===== src/hdl/lru_key_value_cache_macros.svh =====
// ----------------------------------------------------------------------------
// LRU key-value cache assertion macros
// Shared concurrent assertion forms for the cache RTL.
// ----------------------------------------------------------------------------
`ifndef LRU_KEY_VALUE_CACHE_MACROS_SVH
`define LRU_KEY_VALUE_CACHE_MACROS_SVH

// check outside reset
`define LKVC_ASSERT(lbl, clk, rst_n, prop, msg) \
    lbl: assert property (@(posedge clk) disable iff (!rst_n) prop) else $error(msg);

// check at every edge, reset included
`define LKVC_ASSERT_ALWAYS(lbl, clk, prop, msg) \
    lbl: assert property (@(posedge clk) prop) else $error(msg);

`endif


===== src/hdl/lkvc_pkg.sv =====
// ----------------------------------------------------------------------------
// LRU key-value cache package
// Shared types, codes and constants for the cache and its testbench.
// ----------------------------------------------------------------------------
package lkvc_pkg;

    localparam int ENTRIES_DEFAULT = 16;
    localparam int CFG_W           = 5;
    localparam int DATA_W          = 32;

    localparam logic [CFG_W-1:0]  ACTIVE_RESET = 5'd16;
    localparam logic [DATA_W-1:0] MISS_VALUE   = 32'hFFFF_FFFF;

    localparam logic OP_GET = 1'b0;
    localparam logic OP_PUT = 1'b1;

    typedef struct packed {
        logic                     op;
        logic signed [DATA_W-1:0] key;
        logic signed [DATA_W-1:0] value;
    } t_cmd;

    typedef struct packed {
        logic                     found;
        logic signed [DATA_W-1:0] value_res;
    } t_res;

    typedef enum logic [2:0] {
        ST_IDLE,
        ST_SCAN,
        ST_SCAN_END,
        ST_DECIDE,
        ST_SWEEP,
        ST_SWEEP_END
    } t_state;

endpackage


===== src/hdl/lkvc_ram.sv =====
// ----------------------------------------------------------------------------
// LRU key-value cache RAM
// Simple dual-port RAM, one write and one registered read port.
// ----------------------------------------------------------------------------
module lkvc_ram #(
    parameter int WIDTH  = 32,
    parameter int DEPTH  = 16,
    parameter int ADDR_W = (DEPTH > 1) ? $clog2(DEPTH) : 1
) (
    input  logic              i_clk,
    input  logic              i_we,
    input  logic [ADDR_W-1:0] i_waddr,
    input  logic [WIDTH-1:0]  i_wdata,
    input  logic [ADDR_W-1:0] i_raddr,
    output logic [WIDTH-1:0]  o_rdata
);

    logic [WIDTH-1:0] r_mem [DEPTH];
    logic [WIDTH-1:0] r_rdata;

    always_ff @(posedge i_clk) begin
        if (i_we) begin
            r_mem[i_waddr] <= i_wdata;
        end
        r_rdata <= r_mem[i_raddr];
    end

    assign o_rdata = r_rdata;

endmodule


===== src/hdl/lru_key_value_cache.sv =====
// ----------------------------------------------------------------------------
// LRU key-value cache
// Fully associative key-value store with least-recently-used replacement.
// ----------------------------------------------------------------------------
// Raise start with a get or put command while busy is low; the command is
// taken at that edge. Each entry is scanned once through the entry RAM, one
// slot per cycle, so a get that misses keeps busy high only for the scan and
// the decision. A hit or a put then sweeps the recency-rank RAM, again one
// slot per cycle, before busy drops. A get returns its result on o_res for a
// single cycle marked by o_strobe, the cycle after the hit or miss decision;
// the receiver cannot stall it, so capture it on that cycle. A put gives no
// result. The capacity register is written through the cfg channel, which is
// always ready; write it only while the cache is idle. No clearing pass runs
// after reset.
module lru_key_value_cache #(
    parameter int ENTRIES = lkvc_pkg::ENTRIES_DEFAULT
) (
    input  logic                        i_clk,
    input  logic                        i_rst_n,
    input  logic                        start,
    output logic                        busy,
    input  lkvc_pkg::t_cmd              i_cmd,
    output logic                        o_strobe,
    output lkvc_pkg::t_res              o_res,
    input  logic                        i_cfg_valid,
    output logic                        o_cfg_ready,
    input  logic [lkvc_pkg::CFG_W-1:0]  i_cfg_data
);

`include "lru_key_value_cache_macros.svh"

    localparam int IDX_W  = (ENTRIES > 1) ? $clog2(ENTRIES) : 1;
    localparam int RANK_W = IDX_W;
    localparam int CNT_W  = $clog2(ENTRIES + 1);
    localparam int CMP_W  = (CNT_W > lkvc_pkg::CFG_W) ? CNT_W : lkvc_pkg::CFG_W;
    localparam int ENT_W  = 2 * lkvc_pkg::DATA_W;
    localparam logic [IDX_W-1:0] LAST = IDX_W'(ENTRIES - 1);

    lkvc_pkg::t_state r_state, n_state;
    lkvc_pkg::t_cmd   r_cmd;
    lkvc_pkg::t_res   r_res;
    logic             r_strobe;

    logic [lkvc_pkg::CFG_W-1:0]  r_active;
    logic [CNT_W-1:0]            r_fill;
    logic [ENTRIES-1:0]          r_valid;

    logic [IDX_W-1:0]            r_addr;
    logic                        r_stg_vld;
    logic [IDX_W-1:0]            r_stg_idx;

    logic                        r_hit;
    logic [IDX_W-1:0]            r_hit_idx;
    logic [lkvc_pkg::DATA_W-1:0] r_hit_val;
    logic [RANK_W-1:0]           r_hit_rank;
    logic                        r_old_vld;
    logic [IDX_W-1:0]            r_old_idx;
    logic [RANK_W-1:0]           r_old_rank;
    logic                        r_free_vld;
    logic [IDX_W-1:0]            r_free_idx;

    logic [IDX_W-1:0]            r_tgt;
    logic                        r_all;
    logic [RANK_W-1:0]           r_thr;

    logic                        accept;
    logic                        issue;
    logic                        ent_we;
    logic [IDX_W-1:0]            ent_waddr;
    logic [ENT_W-1:0]            ent_wdata;
    logic [ENT_W-1:0]            ent_rdata;
    logic                        rank_we;
    logic [RANK_W-1:0]           rank_wdata;
    logic [RANK_W-1:0]           rank_rdata;

    logic                        scan_stg;
    logic                        sweep_stg;
    logic                        stg_valid;
    logic                        key_eq;
    logic                        tgt_hit;

    logic [CMP_W-1:0]            act_ext;
    logic [CMP_W-1:0]            ent_lim;
    logic [CMP_W-1:0]            cap;
    logic                        evict;
    logic [IDX_W-1:0]            slot;

    // ---- memories ----
    lkvc_ram #(
        .WIDTH (ENT_W),
        .DEPTH (ENTRIES),
        .ADDR_W(IDX_W)
    ) u_ent_ram (
        .i_clk  (i_clk),
        .i_we   (ent_we),
        .i_waddr(ent_waddr),
        .i_wdata(ent_wdata),
        .i_raddr(r_addr),
        .o_rdata(ent_rdata)
    );

    lkvc_ram #(
        .WIDTH (RANK_W),
        .DEPTH (ENTRIES),
        .ADDR_W(IDX_W)
    ) u_rank_ram (
        .i_clk  (i_clk),
        .i_we   (rank_we),
        .i_waddr(r_stg_idx),
        .i_wdata(rank_wdata),
        .i_raddr(r_addr),
        .o_rdata(rank_rdata)
    );

    // ---- capacity and replacement choice ----
    always_comb begin
        act_ext = CMP_W'(r_active);
        ent_lim = CMP_W'(ENTRIES);
        if (act_ext == '0) begin
            cap = CMP_W'(1);
        end else if (act_ext > ent_lim) begin
            cap = ent_lim;
        end else begin
            cap = act_ext;
        end
        evict = (r_cmd.op == lkvc_pkg::OP_PUT) && !r_hit && (CMP_W'(r_fill) >= cap);
        if (evict && (!r_free_vld || (r_old_idx < r_free_idx))) begin
            slot = r_old_idx;
        end else begin
            slot = r_free_idx;
        end
    end

    // ---- stage decode ----
    assign accept    = start && !busy;
    assign scan_stg  = r_stg_vld && ((r_state == lkvc_pkg::ST_SCAN) ||
                                     (r_state == lkvc_pkg::ST_SCAN_END));
    assign sweep_stg = r_stg_vld && ((r_state == lkvc_pkg::ST_SWEEP) ||
                                     (r_state == lkvc_pkg::ST_SWEEP_END));
    assign stg_valid = r_valid[r_stg_idx];
    assign key_eq    = (ent_rdata[ENT_W-1:lkvc_pkg::DATA_W] == r_cmd.key);
    assign tgt_hit   = (r_stg_idx == r_tgt);

    assign rank_we    = sweep_stg && (tgt_hit || (stg_valid && (r_all || (rank_rdata < r_thr))));
    assign rank_wdata = tgt_hit ? '0 : rank_rdata + RANK_W'(1);

    // ---- next state ----
    always_comb begin
        n_state = r_state;
        unique case (r_state)
            lkvc_pkg::ST_IDLE: begin
                if (start) begin
                    n_state = lkvc_pkg::ST_SCAN;
                end
            end
            lkvc_pkg::ST_SCAN: begin
                if (r_addr == LAST) begin
                    n_state = lkvc_pkg::ST_SCAN_END;
                end
            end
            lkvc_pkg::ST_SCAN_END: begin
                n_state = lkvc_pkg::ST_DECIDE;
            end
            lkvc_pkg::ST_DECIDE: begin
                if ((r_cmd.op == lkvc_pkg::OP_GET) && !r_hit) begin
                    n_state = lkvc_pkg::ST_IDLE;
                end else begin
                    n_state = lkvc_pkg::ST_SWEEP;
                end
            end
            lkvc_pkg::ST_SWEEP: begin
                if (r_addr == LAST) begin
                    n_state = lkvc_pkg::ST_SWEEP_END;
                end
            end
            lkvc_pkg::ST_SWEEP_END: begin
                n_state = lkvc_pkg::ST_IDLE;
            end
        endcase
    end

    // ---- state outputs ----
    always_comb begin
        busy      = 1'b1;
        issue     = 1'b0;
        ent_we    = 1'b0;
        ent_waddr = r_hit ? r_hit_idx : slot;
        ent_wdata = {r_cmd.key, r_cmd.value};
        unique case (r_state)
            lkvc_pkg::ST_IDLE: begin
                busy = 1'b0;
            end
            lkvc_pkg::ST_SCAN, lkvc_pkg::ST_SWEEP: begin
                issue = 1'b1;
            end
            lkvc_pkg::ST_DECIDE: begin
                ent_we = (r_cmd.op == lkvc_pkg::OP_PUT);
            end
            lkvc_pkg::ST_SCAN_END, lkvc_pkg::ST_SWEEP_END: begin
            end
        endcase
    end

    // ---- registers ----
    always_ff @(posedge i_clk) begin
        if (!i_rst_n) begin
            r_state   <= lkvc_pkg::ST_IDLE;
            r_active  <= lkvc_pkg::ACTIVE_RESET;
            r_fill    <= '0;
            r_valid   <= '0;
            r_strobe  <= 1'b0;
            r_stg_vld <= 1'b0;
            r_addr    <= '0;
        end else begin
            r_state   <= n_state;
            r_strobe  <= 1'b0;
            r_stg_vld <= issue;
            r_stg_idx <= r_addr;

            if (i_cfg_valid) begin
                r_active <= i_cfg_data;
            end

            if (accept) begin
                r_cmd      <= i_cmd;
                r_addr     <= '0;
                r_hit      <= 1'b0;
                r_old_vld  <= 1'b0;
                r_free_vld <= 1'b0;
            end else if (issue) begin
                r_addr <= (r_addr == LAST) ? '0 : r_addr + IDX_W'(1);
            end

            if (scan_stg) begin
                if (stg_valid && key_eq && !r_hit) begin
                    r_hit      <= 1'b1;
                    r_hit_idx  <= r_stg_idx;
                    r_hit_val  <= ent_rdata[lkvc_pkg::DATA_W-1:0];
                    r_hit_rank <= rank_rdata;
                end
                if (stg_valid && (!r_old_vld || (rank_rdata > r_old_rank))) begin
                    r_old_vld  <= 1'b1;
                    r_old_idx  <= r_stg_idx;
                    r_old_rank <= rank_rdata;
                end
                if (!stg_valid && !r_free_vld) begin
                    r_free_vld <= 1'b1;
                    r_free_idx <= r_stg_idx;
                end
            end

            if (r_state == lkvc_pkg::ST_DECIDE) begin
                if (r_cmd.op == lkvc_pkg::OP_GET) begin
                    r_strobe        <= 1'b1;
                    r_res.found     <= r_hit;
                    r_res.value_res <= r_hit ? r_hit_val : lkvc_pkg::MISS_VALUE;
                end
                if (r_hit) begin
                    r_tgt <= r_hit_idx;
                    r_all <= 1'b0;
                    r_thr <= r_hit_rank;
                end else begin
                    r_tgt <= slot;
                    r_all <= 1'b1;
                    r_thr <= '0;
                end
                if ((r_cmd.op == lkvc_pkg::OP_PUT) && !r_hit) begin
                    if (evict) begin
                        r_valid[r_old_idx] <= 1'b0;
                    end else begin
                        r_fill <= r_fill + CNT_W'(1);
                    end
                    r_valid[slot] <= 1'b1;
                end
            end
        end
    end

    assign o_strobe    = r_strobe;
    assign o_res       = r_res;
    assign o_cfg_ready = 1'b1;

    // ---- assertions ----
    `LKVC_ASSERT(a_strobe_after_decide, i_clk, i_rst_n, o_strobe |-> $past(r_state == lkvc_pkg::ST_DECIDE), "result strobe without a finished scan")
    `LKVC_ASSERT(a_strobe_get_only, i_clk, i_rst_n, o_strobe |-> $past(r_cmd.op == lkvc_pkg::OP_GET), "result strobe for a put")
    `LKVC_ASSERT(a_insert_has_slot, i_clk, i_rst_n, (r_state == lkvc_pkg::ST_DECIDE && r_cmd.op == lkvc_pkg::OP_PUT && !r_hit) |-> (r_free_vld || evict), "insert without a free or evicted slot")
    `LKVC_ASSERT(a_fill_matches_valid, i_clk, i_rst_n, (r_state == lkvc_pkg::ST_IDLE) |-> ($countones(r_valid) == r_fill), "fill count differs from valid entries")
    `LKVC_ASSERT_ALWAYS(a_fill_bound, i_clk, !i_rst_n || (r_fill <= CNT_W'(ENTRIES)), "fill count above entry count")

endmodule


===== config.mk =====
export PLATFORM = sky130hd
export DESIGN_NAME = lru_key_value_cache
export DESIGN_NICKNAME = d
export VERILOG_FILES = /design/src/hdl/lkvc_pkg.sv /design/src/hdl/lkvc_ram.sv /design/src/hdl/lru_key_value_cache.sv
export VERILOG_INCLUDE_DIRS = /design/src /design/src/hdl
export SDC_FILE = /design/constraint.sdc
export NUM_CORES = 1
export LEC_CHECK = 0
export BUFFER_PORTS_ARGS = -buffer_cell sky130_fd_sc_hd__buf_2
export CAP_MARGIN = 20
export CORE_UTILIZATION = 25
export CTS_CLUSTER_DIAMETER = 200
export DETAILED_ROUTE_END_ITERATION = 8
export PLACE_DENSITY_LB_ADDON = 0.3
export SLEW_MARGIN = 20
export SYNTH_ARGS = -nofsm -noshare
export SYNTH_HDL_FRONTEND = slang
export SYNTH_SLANG_ARGS = --single-unit

===== constraint.sdc =====
create_clock -name i_clk -period 17.6 [get_ports i_clk]
set_input_delay 0.88 -clock i_clk [delete_from_list [all_inputs] [get_ports i_clk]]
set_output_delay 0.88 -clock i_clk [all_outputs]
set_load 0.1 [all_outputs]

* After elaboration in Yosys (flattened, before gate mapping)
Memories as Yosys holds them, arrays and structs flattened. A register that Yosys moved wholly into a read port is not among the register bits.
Index checks and enable logic that the tools add are counted.
Widths: inputs -> output; s select.
** Storage, ports and cells
- Memories kept :: 2
- Register bits :: 201
- Memory bits (read-only) :: 0
- Input bits :: 74
- Word-level logic and storage cells :: 134
- Output and inout bits :: 36
- Memory bits (writable) :: 1088
- Latch bits :: 0
** Cells by class
- Reductions and logical operators :: 38
- Equality and inequality tests :: 11
- Multiplexer cells :: 39
- Shift-type cells :: 0
- Bitwise logic cells :: 6
- $lt $le $gt $ge :: 10
- Divide/modulo/power cells :: 0
- Add/subtract/negate cells :: 3
- $mul :: 0
** Memory list
- u_ent_ram.r_mem :: words 16, bits a word 64, rd ports 1, clocked after Yosys merged registers in 1, write ports 1, RTL line lkvc_ram.sv:18 : logic [WIDTH-1:0] r_mem [DEPTH];
- u_rank_ram.r_mem :: words 16, bits a word 4, rd ports 1, clocked after Yosys merged registers in 1, write ports 1, RTL line lkvc_ram.sv:18
** Operator list (number)
- $mux 16 :: 4
- $eq 32x32->1 :: 1
- $mux 1 :: 21
- $pmux 3 s6 :: 1
- $reduce_and 3->1 :: 6
- $and 16x16->16 :: 1
- $mux 4 :: 4
- $not 16->16 :: 1
- $or 16x16->16 :: 1
- $logic_and 1x1->1 :: 15
- $lt 4x5->1 const B :: 3
- $mux 3 :: 4
- $mux 5 :: 2
- $add 4x1->4 const B :: 2
- $demux 1 s4 :: 2
- $ge 4x1->1 const B :: 2
- $lt 4x4->1 :: 2
- $eq 3x2->1 const B :: 2
- $eq 3x3->1 const B :: 2
- $logic_or 1x1->1 :: 6
- $reduce_and 2->1 :: 3
- $add 5x1->5 const B :: 1
- $ge 5x5->1 :: 1
- $gt 5x5->1 const B :: 1
- 12 further kinds :: 19

* Logic depth before layout (Yosys ltp)
Gate-level depths: netlist of run 1.
- Depth after elaboration :: 12
- Mapped depth :: 13
- Depth with buffers taken out :: 12

* By module
Synthesis of run 1 repeated with hierarchy kept, for this count alone.
** Second synthesis, totals
- Cells, all modules :: 2357
- Area, all modules :: 50537.2 um^2
** Modules (own cells, without submodules)
- lkvc_ram (u_ent_ram) :: cells an instance 1647, seq. area each 32030.7 um^2, area an instance 39581.7 um^2, instances 1
- lru_key_value_cache :: cells an instance 580, seq. area each 5685.5 um^2, area an instance 8289.2 um^2, instances 1
- lkvc_ram (u_rank_ram) :: cells an instance 130, seq. area each 2001.9 um^2, area an instance 2666.3 um^2, instances 1

* Worst setup path before layout of run 1
OpenSTA, ideal clock, no wires.
- Path kind :: reg-to-reg
- Start point :: reg r_active, in the netlist act_ext[1]
- End point :: mem u_ent_ram.r_mem[2][0] (netlist name) (enable)
- Data arrival time :: 8.052 ns
- Period minus slack after synthesis :: 8.695 ns
- Setup slack :: 8.905 ns
- Setup time :: 0.644 ns
- Cell stages (with the launch flop) :: 12
- Path buffers :: 0
- Cells stage by stage :: dfxtp_1 nor3_1 nor2_1 nor2_1 ha_1 nor2b_1 o21ai_0 a31oi_1 nor2_1 a221o_1 nand2b_1 nor4_1
** On the way
- Cells in the longest elaborated chain, start to end :: 8
- Elaborated cells on any way between the ends :: 9
- Those cells by class :: order compare: 2; mux: 4; reduce/logical: 3
** Ends and longest elaborated chain
- from (decl) :: RTL line lru_key_value_cache.sv:44 : logic [lkvc_pkg::CFG_W-1:0] r_active;
- from (signal assigned) :: RTL line lru_key_value_cache.sv:208 : r_active <= lkvc_pkg::ACTIVE_RESET;
- from (signal assigned) :: RTL line lru_key_value_cache.sv:221 : r_active <= i_cfg_data;
- $gt 5x5->1 :: RTL line lru_key_value_cache.sv:121 : end else if (act_ext > ent_lim) begin
- $mux 5 :: RTL line lru_key_value_cache.sv:121
- $mux 5 * :: RTL line lru_key_value_cache.sv:119 : if (act_ext == '0) begin
- $ge 5x5->1 * :: RTL line lru_key_value_cache.sv:126 : evict = (r_cmd.op == lkvc_pkg::OP_PUT) && !r_hit && (CMP_W'(r_fill) >= cap);
- $logic_and 1x1->1 * :: RTL line lru_key_value_cache.sv:126
- $logic_and 1x1->1 * :: RTL line lru_key_value_cache.sv:127 : if (evict && (!r_free_vld || (r_old_idx < r_free_idx))) begin
- $mux 4 * :: RTL line lru_key_value_cache.sv:127
- $mux 4 * :: RTL line lru_key_value_cache.sv:187 : ent_waddr = r_hit ? r_hit_idx : slot;
- net ent_waddr[3] :: RTL line lru_key_value_cache.sv:69 : logic [IDX_W-1:0] ent_waddr;
- to (decl) :: RTL line lkvc_ram.sv:18
Mark *: on every way through the listed nets, which the timed path passes. The rest lies on a longest branch.

* Worst setup path after layout of run 1
- Start point :: reg r_active, in the netlist act_ext[1]
- End point :: mem u_ent_ram.r_mem[4][57] (netlist name) (enable)
** On the way
- Cells in the longest elaborated chain, start to end :: 8
- Elaborated cells on any way between the ends :: 9
- Those cells by class :: order compare: 2; mux: 4; reduce/logical: 3
** Ends and longest elaborated chain (RTL line)
- $gt 5x5->1 :: lru_key_value_cache.sv:121
- $mux 5 :: lru_key_value_cache.sv:121
- $mux 5 * :: lru_key_value_cache.sv:119
- $ge 5x5->1 * :: lru_key_value_cache.sv:126
- $logic_and 1x1->1 * :: lru_key_value_cache.sv:126
- $logic_and 1x1->1 * :: lru_key_value_cache.sv:127
- $mux 4 * :: lru_key_value_cache.sv:127
- $mux 4 * :: lru_key_value_cache.sv:187
Every way passes the cells marked *; elsewhere a longest branch is shown, timed or not.

==> results of run 1 <==
[logic make-up after synthesis]
kind of cell / Yosys count / share of synthesized area
adder cells (fa/ha/maj): 18 / 0.004459
multiplexers: 352 / 0.1554
flip-flops: 1357 / 0.7863
AO/OA/AOI/OAI: 93 / 0.01335
buffers and inverters: 119 / 0.009784
other: 1 / 0.00007424
XOR/XNOR: 44 / 0.007629
AND/OR/NAND/NOR: 213 / 0.02301
[routing by layer]
metal	track usage	routed length, µm
met1	0.1537	51860
met2	0.1907	57720
met3	0.02174	5145
met4	0.02632	1764
met5	0	54
[power by group through the flow]
| stage | Sequential (W) | Clock [W] | Combinational, W |
|---|---|---|---|
| after floorplan | 0.00361 | 0 | 0.000118 |
| after global placement | 0.00363 | 0 | 0.000171 |
| after global routing | 0.00357 | 0.00330 | 0.000181 |
| final | 0.00356 | 0.00309 | 0.000166 |
| after detailed placement | 0.00363 | 0 | 0.000172 |
| after CTS | 0.00356 | 0.00319 | 0.000172 |
[through the flow]
step | utilization | hold slack [ns]
3_5_place_dp | 0.2721 | 0.3887
4_1_cts | 0.2965 | 0.2016
2_1_floorplan | - | 0.3855
5_1_grt | 0.2966 | 0.2202
6_report | 0.2966 | 0.2812
3_3_place_gp | 0.2721 | 0.3862
[worst max path at each step]
stage,from,endpoint,slack [ns],cells after the start
2_1_floorplan,act_ext[1]$_SDFFE_PN0P_,u_ent_ram.r_mem[2][0]$_DFFE_PP_,8.90,11
3_3_place_gp,act_ext[1]$_SDFFE_PN0P_,u_ent_ram.r_mem[4][48]$_DFFE_PP_,12.68,12
3_5_place_dp,act_ext[1]$_SDFFE_PN0P_,u_ent_ram.r_mem[4][42]$_DFFE_PP_,12.66,12
4_1_cts,act_ext[1]$_SDFFE_PN0P_,u_ent_ram.r_mem[4][57]$_DFFE_PP_,12.63,12
5_1_grt,act_ext[1]$_SDFFE_PN0P_,u_ent_ram.r_mem[4][57]$_DFFE_PP_,12.32,12
6_report,act_ext[1]$_SDFFE_PN0P_,u_ent_ram.r_mem[4][57]$_DFFE_PP_,12.78,12
[state kept, by name, summed over array words and instances (netlist names), 5 cells and up]
| name | cells |
|---|---|
| act_ext | 5 |
| ent_wdata | 64 |
| o_res | 33 |
| u_ent_ram.o_rdata | 64 |
| r_hit_val | 32 |
| u_rank_ram.r_mem | 64 |
| u_ent_ram.r_mem | 1024 |
| r_fill | 5 |
| r_valid | 16 |
[worst register-to-register path, delay by kind of cell, from the launching register on]
family | cells | cell delay (ns)
and+or+nand+nor | 7 | 2.07
AOI/OAI and AO/OA | 3 | 1.07
buffers and inverters | 1 | 0.73
DFF | 1 | 0.32
adders and majority gates | 1 | 0.23
[final cells by class]
class                   count  area, µm²
repair buffers            161      970.9
inverters                  19      71.32
clock buffers             189       3934
fillers                 19469     140900
flip-flops and latches   1357      39730
well taps                2656       3323
multi-input cells         721      10430
clock inverters            76      945.9
[placed cells by master (no fill, tap or decap), drive strengths merged, types with 14 or more instances in the layout]
cell type,instances
xnor2,14
buf,161
and2,24
mux4,345
edfxtp,1254
nand2b,38
dfxtp,103
nor2,36
nand2,31
nor3,14
o21ai,28
inv,28
clkinv,48
ha,18
xor2,30
nor2b,20
bufinv,15
clkbuf,189
==> out/metrics.yaml, run 1 <==
critical_path:
  r2r-start: "act_ext[1]$_SDFFE_PN0P_"
  required_ns: 17.97
  cp-start-kind: "register"
  critPathCaptureType: "register"
  cp_slowest_cell: "nor2_4"
  path_cells: "nor3_1 > nor2_1 > nor2_1 > ha_1 > nor2b_1 > o21ai_0 > a31oi_1 > nor2_1 > a221o_1 > nand3b_1 > nor2_4 > buf_4"
  worstPathMaxFanout: 40
  worstPathArrival_ns: 5.19
  max_stage_delay_ns: 0.91
  reg2reg_setup_slack_ns: 12.78
  critical_path.top_delay_family: "simple AND/OR/NAND/NOR gates"
  r2r_end: "u_ent_ram.r_mem[4][57]$_DFFE_PP_"
  cpMostUsedCell: "nor2_1"
  r2r.worst_path.cells: 12
  path_buf_inv: 1
  critPathKind: "reg2reg"
clock_network:
  cts_hold_buf: 0
  cts_buffers: 143
  path_clk_slew_ns: 0.06
  post_cts_buffers: 0
  cts_tree: "built"
  ctsResizeCount: 0
  cts.sinks: 1357
  htreeDepth: 4
  root_buffer: "clkbuf_16"
  clock_path_buffers: 3
  insertion_delay_ns: 0.78
yosys:
  ys_seq_area_frac: 0.7863
  synth_ff_type: "edfxtp_1"
  synth.cell_area_um2: 50510
  synth_top_area_cell: "edfxtp_1"
  synth_area_leaders: "edfxtp_1 75%, mux4_2 15%, dfxtp_1 4.1%"
  synth.distinct_cells: 59
  ys_seq_elements: 1357
  synthCells: 2197
  synth_edf_count: 1254
  synthTopCellsByCount: "1,254 x edfxtp_1, 342 x mux4_2, 103 x dfxtp_1"
  syn_area_per_cell_um2: 22.99
  ys_warn_count: 0
  yosysMostFrequentCell: "edfxtp_1"
  synth_fp_nets: 2289
  synth_top_area_frac: 0.7454
  async_reset_ff_frac: 0
placement:
  gp_congestion: 0.7263
  dpl.cell_count: 4913
  hpwlAfterDp_um: 66620
  placed_area_um2: 54500
  io_buffers: 108
  place_ws_ns: 12.66
final_layout:
  final_nets: 2495
  syn2layout_area_growth_pct: 17.61
  final_cell_count_no_fill: 5179
  fin_area_um2: 59410
  diodes: 0
  drive_gt1_frac: 0.2989
global_route:
  grt_usage: 0.1144
  antenna_found_initial: 11
  grt_max_degree: 143
  grt_pass1_wl_um: 171000
  grt_pass1_vias: 23949
  grt.overflow.total: 0
pwr:
  power_frac_seq: 0.522
  p_sw_frac: 0.2058
  ir_worst_vdd_mv: 0.09797
  report.power.total_w: 0.006824
  power_switching_w: 0.001404
  p_int_w: 0.005420
  power.leakage_nw: 18.04
  power.clock.fraction: 0.454
  cellPowerDensity_nw_per_um2: 114.9
  combPwrFrac: 0.024
sta:
  final_max_slew_viol_count: 0
  setup_viol: 0
  final.setup_skew_ns: 0.03479
  fin_setup_tns_ns: 0
  max_slew.worst_pin.slew_ns: 1.093
  setup_ws_ns: 12.78
  period_share: 0.2739
  slew_headroom: 0.2716
  fmax_mhz: 207.5
  hold_viol_final: 0
  rsz0062_at_grt: "false"
  fin_crit_ns: 4.820
floorplan:
  die_x_um: 451.5
  fp.dieArea_um2: 203900
  std_cell_rows: 164
  core_area_um2: 200300
  start_util: 0.2522
  io_pins: 110
  die_h_um: 451.5
drt:
  vias_per_cell: 4.332
  route.detailed.drc: 0
  postRouteAntennaNets: 0
  wl_per_cell_um: 22.50
  dr.pass1.iters: 5
  routed-via-count: 22434
  wl_um: 116500
  drtIter0Drc: 1478
run:
  drv_cap: 0
worst_hold_path:
  hold_depth: 1
  whs_endpoint: "ent_wdata[12]$_DFFE_PP_"
  hold_path.class: "in2reg"
  holdCritStartpoint: "i_cmd[12]"
outcome:
  status: "finished clean"
Power figures use the tool's default switching activity.
==> run 2: changes to the inputs <==
--- a/config.mk
+++ b/config.mk
@@ -6,6 +6,7 @@
 export SDC_FILE = /design/constraint.sdc
 export NUM_CORES = 1
 export LEC_CHECK = 0
+export ABC_AREA = 1
 export BUFFER_PORTS_ARGS = -buffer_cell sky130_fd_sc_hd__buf_2
 export CAP_MARGIN = 20
 export CORE_UTILIZATION = 25
==> constraint.sdc (replaced) <==
create_clock -name i_clk -period 3.9 [get_ports i_clk]
set_input_delay 0.195 -clock i_clk [delete_from_list [all_inputs] [get_ports i_clk]]
set_output_delay 0.195 -clock i_clk [all_outputs]
set_load 0.1 [all_outputs]
==> out/metrics.yaml, run 2 <==
clock_network:
  root_buffer: "clkbuf_16"  # unchanged
  path_clk_slew_ns: 0.06  # about the same
  clock_path_buffers: 3  # unchanged
  insertion_delay_ns: 0.79  # was 0.78 ns
  cts_tree: "built"  # unchanged
  ctsResizeCount: 0  # unchanged
  cts_buffers: 149  # was 143
  cts.sinks: 1357  # unchanged
  htreeDepth: 4  # unchanged
final_layout:
  syn2layout_area_growth_pct: 19.06  # was 17.61%
  regMostFlops: "u_ent_ram.r_mem"  # unchanged
  diodes: 0  # unchanged
  mostFrequentLayoutCells: "1,254 x edfxtp_1, 688 x nor2_1, 310 x o21ai_0, 238 x nand2_1, 160 x o32ai_1"  # was 1,254 x edfxtp_1, 342 x mux4_2, 145 x clkbuf_16, 108 x buf_2, 99 x dfxtp_1
  largest_register_ff_count: 1024  # unchanged
  final_common_cell: "edfxtp_1"  # unchanged
  fin_util: 0.3002  # was 0.2966
  final_nets: 3964  # was 2,495
  drive_gt1_frac: 0.1219  # was 0.2989
  n_fill_cell: 20485  # was 19,469
placement:
  hpwlAfterDp_um: 82770  # was 66,620 µm
  gp_congestion: 0.7840  # was 0.7263
  io_buffers: 108  # unchanged
drt:
  route.detailed.drc: 0  # unchanged
  vias_per_cell: 4.589  # was 4.332
  wl_um: 141200  # was 116,500 µm
  drtIter0Drc: 2449  # was 1,478
  routed-via-count: 30674  # was 22,434
  wl_per_cell_um: 21.13  # was 22.50 µm
  dr.pass1.iters: 5  # unchanged
  postRouteAntennaNets: 0  # unchanged
sta:
  rsz0062_at_grt: "false"  # unchanged
  max_slew.worst_pin.slew_ns: 1.068  # was 1.093 ns
  hold_viol_final: 0  # unchanged
  period_share: 0.9023  # was 0.2739
  fin_crit_ns: 3.519  # was 4.820 ns
  fmax_mhz: 284.2  # was 207.5 MHz
  final_max_slew_viol_count: 0  # unchanged
  whs_ns: 0.1084  # was 0.2812 ns
  setup_viol: 0  # unchanged
  slew_headroom: 0.2857  # was 0.2716
  final.setup_skew_ns: 0.02673  # was 0.03479 ns
yosys:
  synth_edf_count: 1254  # unchanged
  synthCells: 3642  # was 2,197
  synth_fp_nets: 3734  # was 2,289
  synth_top_area_cell: "edfxtp_1"  # unchanged
  ys_seq_area_frac: 0.7676  # was 0.7863
  synth.distinct_cells: 47  # was 59
  ys_warn_count: 0  # unchanged
  synth.cell_area_um2: 51740  # was 50,510 µm²
  synth_area_leaders: "edfxtp_1 73%, nor2_1 5.1%, dfxtp_1 4.0%"  # was edfxtp_1 75%, mux4_2 15%, dfxtp_1 4.1%
  synth_ff_type: "edfxtp_1"  # unchanged
  synthTopCellsByCount: "1,254 x edfxtp_1, 708 x nor2_1, 310 x o21ai_0"  # was 1,254 x edfxtp_1, 342 x mux4_2, 103 x dfxtp_1
  synth_top_area_frac: 0.7277  # was 0.7454
  yosysMostFrequentCell: "edfxtp_1"  # unchanged
  ys_seq_elements: 1357  # unchanged
  syn_area_per_cell_um2: 14.21  # was 22.99 µm²
  async_reset_ff_frac: 0  # unchanged
pwr:
  cellPowerDensity_nw_per_um2: 563.2  # was 114.9 nW/µm²
  ir_worst_vdd_mv: 0.3321  # was 0.09797 mV
  power.leakage_nw: 19.71  # was 18.04 nW
floorplan:
  core_area_um2: 205200  # was 200,300 µm²
  io_pins: 110  # unchanged
  start_util: 0.2522  # about the same
  fp.dieArea_um2: 208800  # was 203,900 µm²
  std_cell_rows: 166  # was 164
  die_h_um: 456.9  # was 451.5 µm
  die_x_um: 456.9  # was 451.5 µm
global_route:
  grt_usage: 0.1330  # was 0.1144
  grt.overflow.total: 0  # unchanged
  antenna_found_initial: 8  # was 11
  grt_max_degree: 135  # was 143
  grt_pass1_vias: 30587  # was 23,949
  grt_pass1_wl_um: 207400  # was 171,000 µm
critical_path:
  max_stage_delay_ns: 0.40  # was 0.91 ns
  cp_slowest_cell: "nand3_1"  # was nor2_4
  r2r-start: "act_ext[2]$_SDFFE_PN0P_"  # was act_ext[1]$_SDFFE_PN0P_
  worstPathMaxFanout: 36  # was 40
  critPathKind: "reg2reg"  # unchanged
  worstPathArrival_ns: 3.97  # was 5.19 ns
  critPathCaptureType: "register"  # unchanged
  cp-start-kind: "register"  # unchanged
  reg2reg_setup_slack_ns: 0.38  # was 12.78 ns
  r2r.worst_path.cells: 17  # was 12
  required_ns: 4.35  # was 17.97 ns
  r2r_end: "u_ent_ram.r_mem[3][58]$_DFFE_PP_"  # was u_ent_ram.r_mem[4][57]$_DFFE_PP_
  path_cells: "nor2_1 > a21oi_1 > nor2_1 > ha_1 > inv_1 > nand2_1 > nand2_1 > nor2_1 > nor2_2 > nor2_4 > nand2_4 > nand2_1 > nand2_2 > a21boi_1 > nand3_1 > nor2_4 > buf_12"  # was nor3_1 > nor2_1 > nor2_1 > ha_1 > nor2b_1 > o21ai_0 > a31oi_1 > nor2_1 > a221o_1 > nand3b_1 > nor2_4 > buf_4
worst_hold_path:
  hold_depth: 2  # was 1
  holdCritStartpoint: "i_cmd[29]"  # was i_cmd[12]
  hold_path.class: "in2reg"  # unchanged
  whs_endpoint: "ent_wdata[29]$_DFFE_PP_"  # was ent_wdata[12]$_DFFE_PP_
run:
  drv_cap: 0  # unchanged
outcome:
  status: "finished clean"  # unchanged
run 2: cell types whose count changed in the layout (fill, tap and decap cells not counted), moves of 105 or more:
cell      before  now
nor2_1        23  688
mux4_2       342    0
o21ai_0       26  310
nand2_1       31  238
o32ai_1        0  160
nand3_1       10  148
o221ai_1       0  112
mux2i_1        7  112
run 2: layout make-up:
type                    count  area (µm²)  area share
flip-flops and latches   1357       39730      0.6449
well taps                2688        3363     0.05459
multi-input cells        1971       10850      0.1761
inverters                  97       376.6    0.006113
clock inverters            53       521.8    0.008469
clock buffers             222        4074     0.06613
repair buffers            296        2695     0.04375
run 2: cell families (layout without fill, tap and decap cells):
family                     Yosys count  count (layout)  synth area share
adders and majority gates           18              18          0.004353
and+or+nand+nor                   1159            1159           0.09092
DFF                               1357            1357            0.7676
AOI/OAI and AO/OA                  663             663           0.08669
other                                1               1        0.00007247
buffers and inverters              314             668           0.02566
muxes                              112             112           0.02167
xor gates and xnor gates            18              18          0.003047
run 2: power by group:
group,switching (W),total [W],internal (W)
clock,0.00582,0.0134,0.00758
sequential,0.000508,0.0171,0.0166
combinational,0.00288,0.00424,0.00137
run 2: how the worst max path moves through the flow:
stage,start,to,slack [ns],cells past startpoint
after floorplan,act_ext[2]$_SDFFE_PN0P_,u_ent_ram.r_mem[0][0]$_DFFE_PP_,-0.10,16
after global placement,act_ext[2]$_SDFFE_PN0P_,u_ent_ram.r_mem[9][44]$_DFFE_PP_,0.36,17
after detailed placement,act_ext[2]$_SDFFE_PN0P_,u_ent_ram.r_mem[3][47]$_DFFE_PP_,0.37,17
after CTS,act_ext[2]$_SDFFE_PN0P_,u_ent_ram.r_mem[3][58]$_DFFE_PP_,0.35,17
after global routing,act_ext[2]$_SDFFE_PN0P_,u_ent_ram.r_mem[3][39]$_DFFE_PP_,0.11,17
final,act_ext[2]$_SDFFE_PN0P_,u_ent_ram.r_mem[3][58]$_DFFE_PP_,0.38,17
run 2: per-stage QoR:
| stage | setup TNS, ns | worst slack (ns) | total power (W) | cells | area (µm²) |
|---|---|---|---|---|---|
| 6_report | 0 | 0.3810 | 0.03470 | 6684 | 61610 |
| 5_1_grt | 0 | 0.1100 | 0.03610 | 6684 | 61610 |
| 3_5_place_dp | 0 | 0.3719 | 0.02162 | 6327 | 56190 |
| 3_3_place_gp | 0 | 0.3610 | 0.02161 | 6327 | 56190 |
| 2_1_floorplan | -96.06 | -0.1049 | 0.01996 | 3642 | 51780 |
| 4_1_cts | 0 | 0.3485 | 0.03518 | 6684 | 61610 |
run 2: routing by layer:
layer,global-route usage,share of wire
met1,0.1850,0.47
met2,0.2128,0.47
met3,0.02425,0.045
met4,0.03305,0.020
met5,0,0.000092
run 2: what timing repair did:
action	CTS	global route
hold buffers	82	0
hold endpoints to repair	90	0
setup buffers	0	0
setup endpoints to repair	0	0
run 2: critical path, delay by kind of cell (launching register included):
kind,cells,cell delay (ns)
adders and majority gates,1,0.27
and+or+nand+nor,12,1.82
DFF,1,0.35
AOI/OAI and AO/OA,2,0.36
buffers and inverters,2,0.37
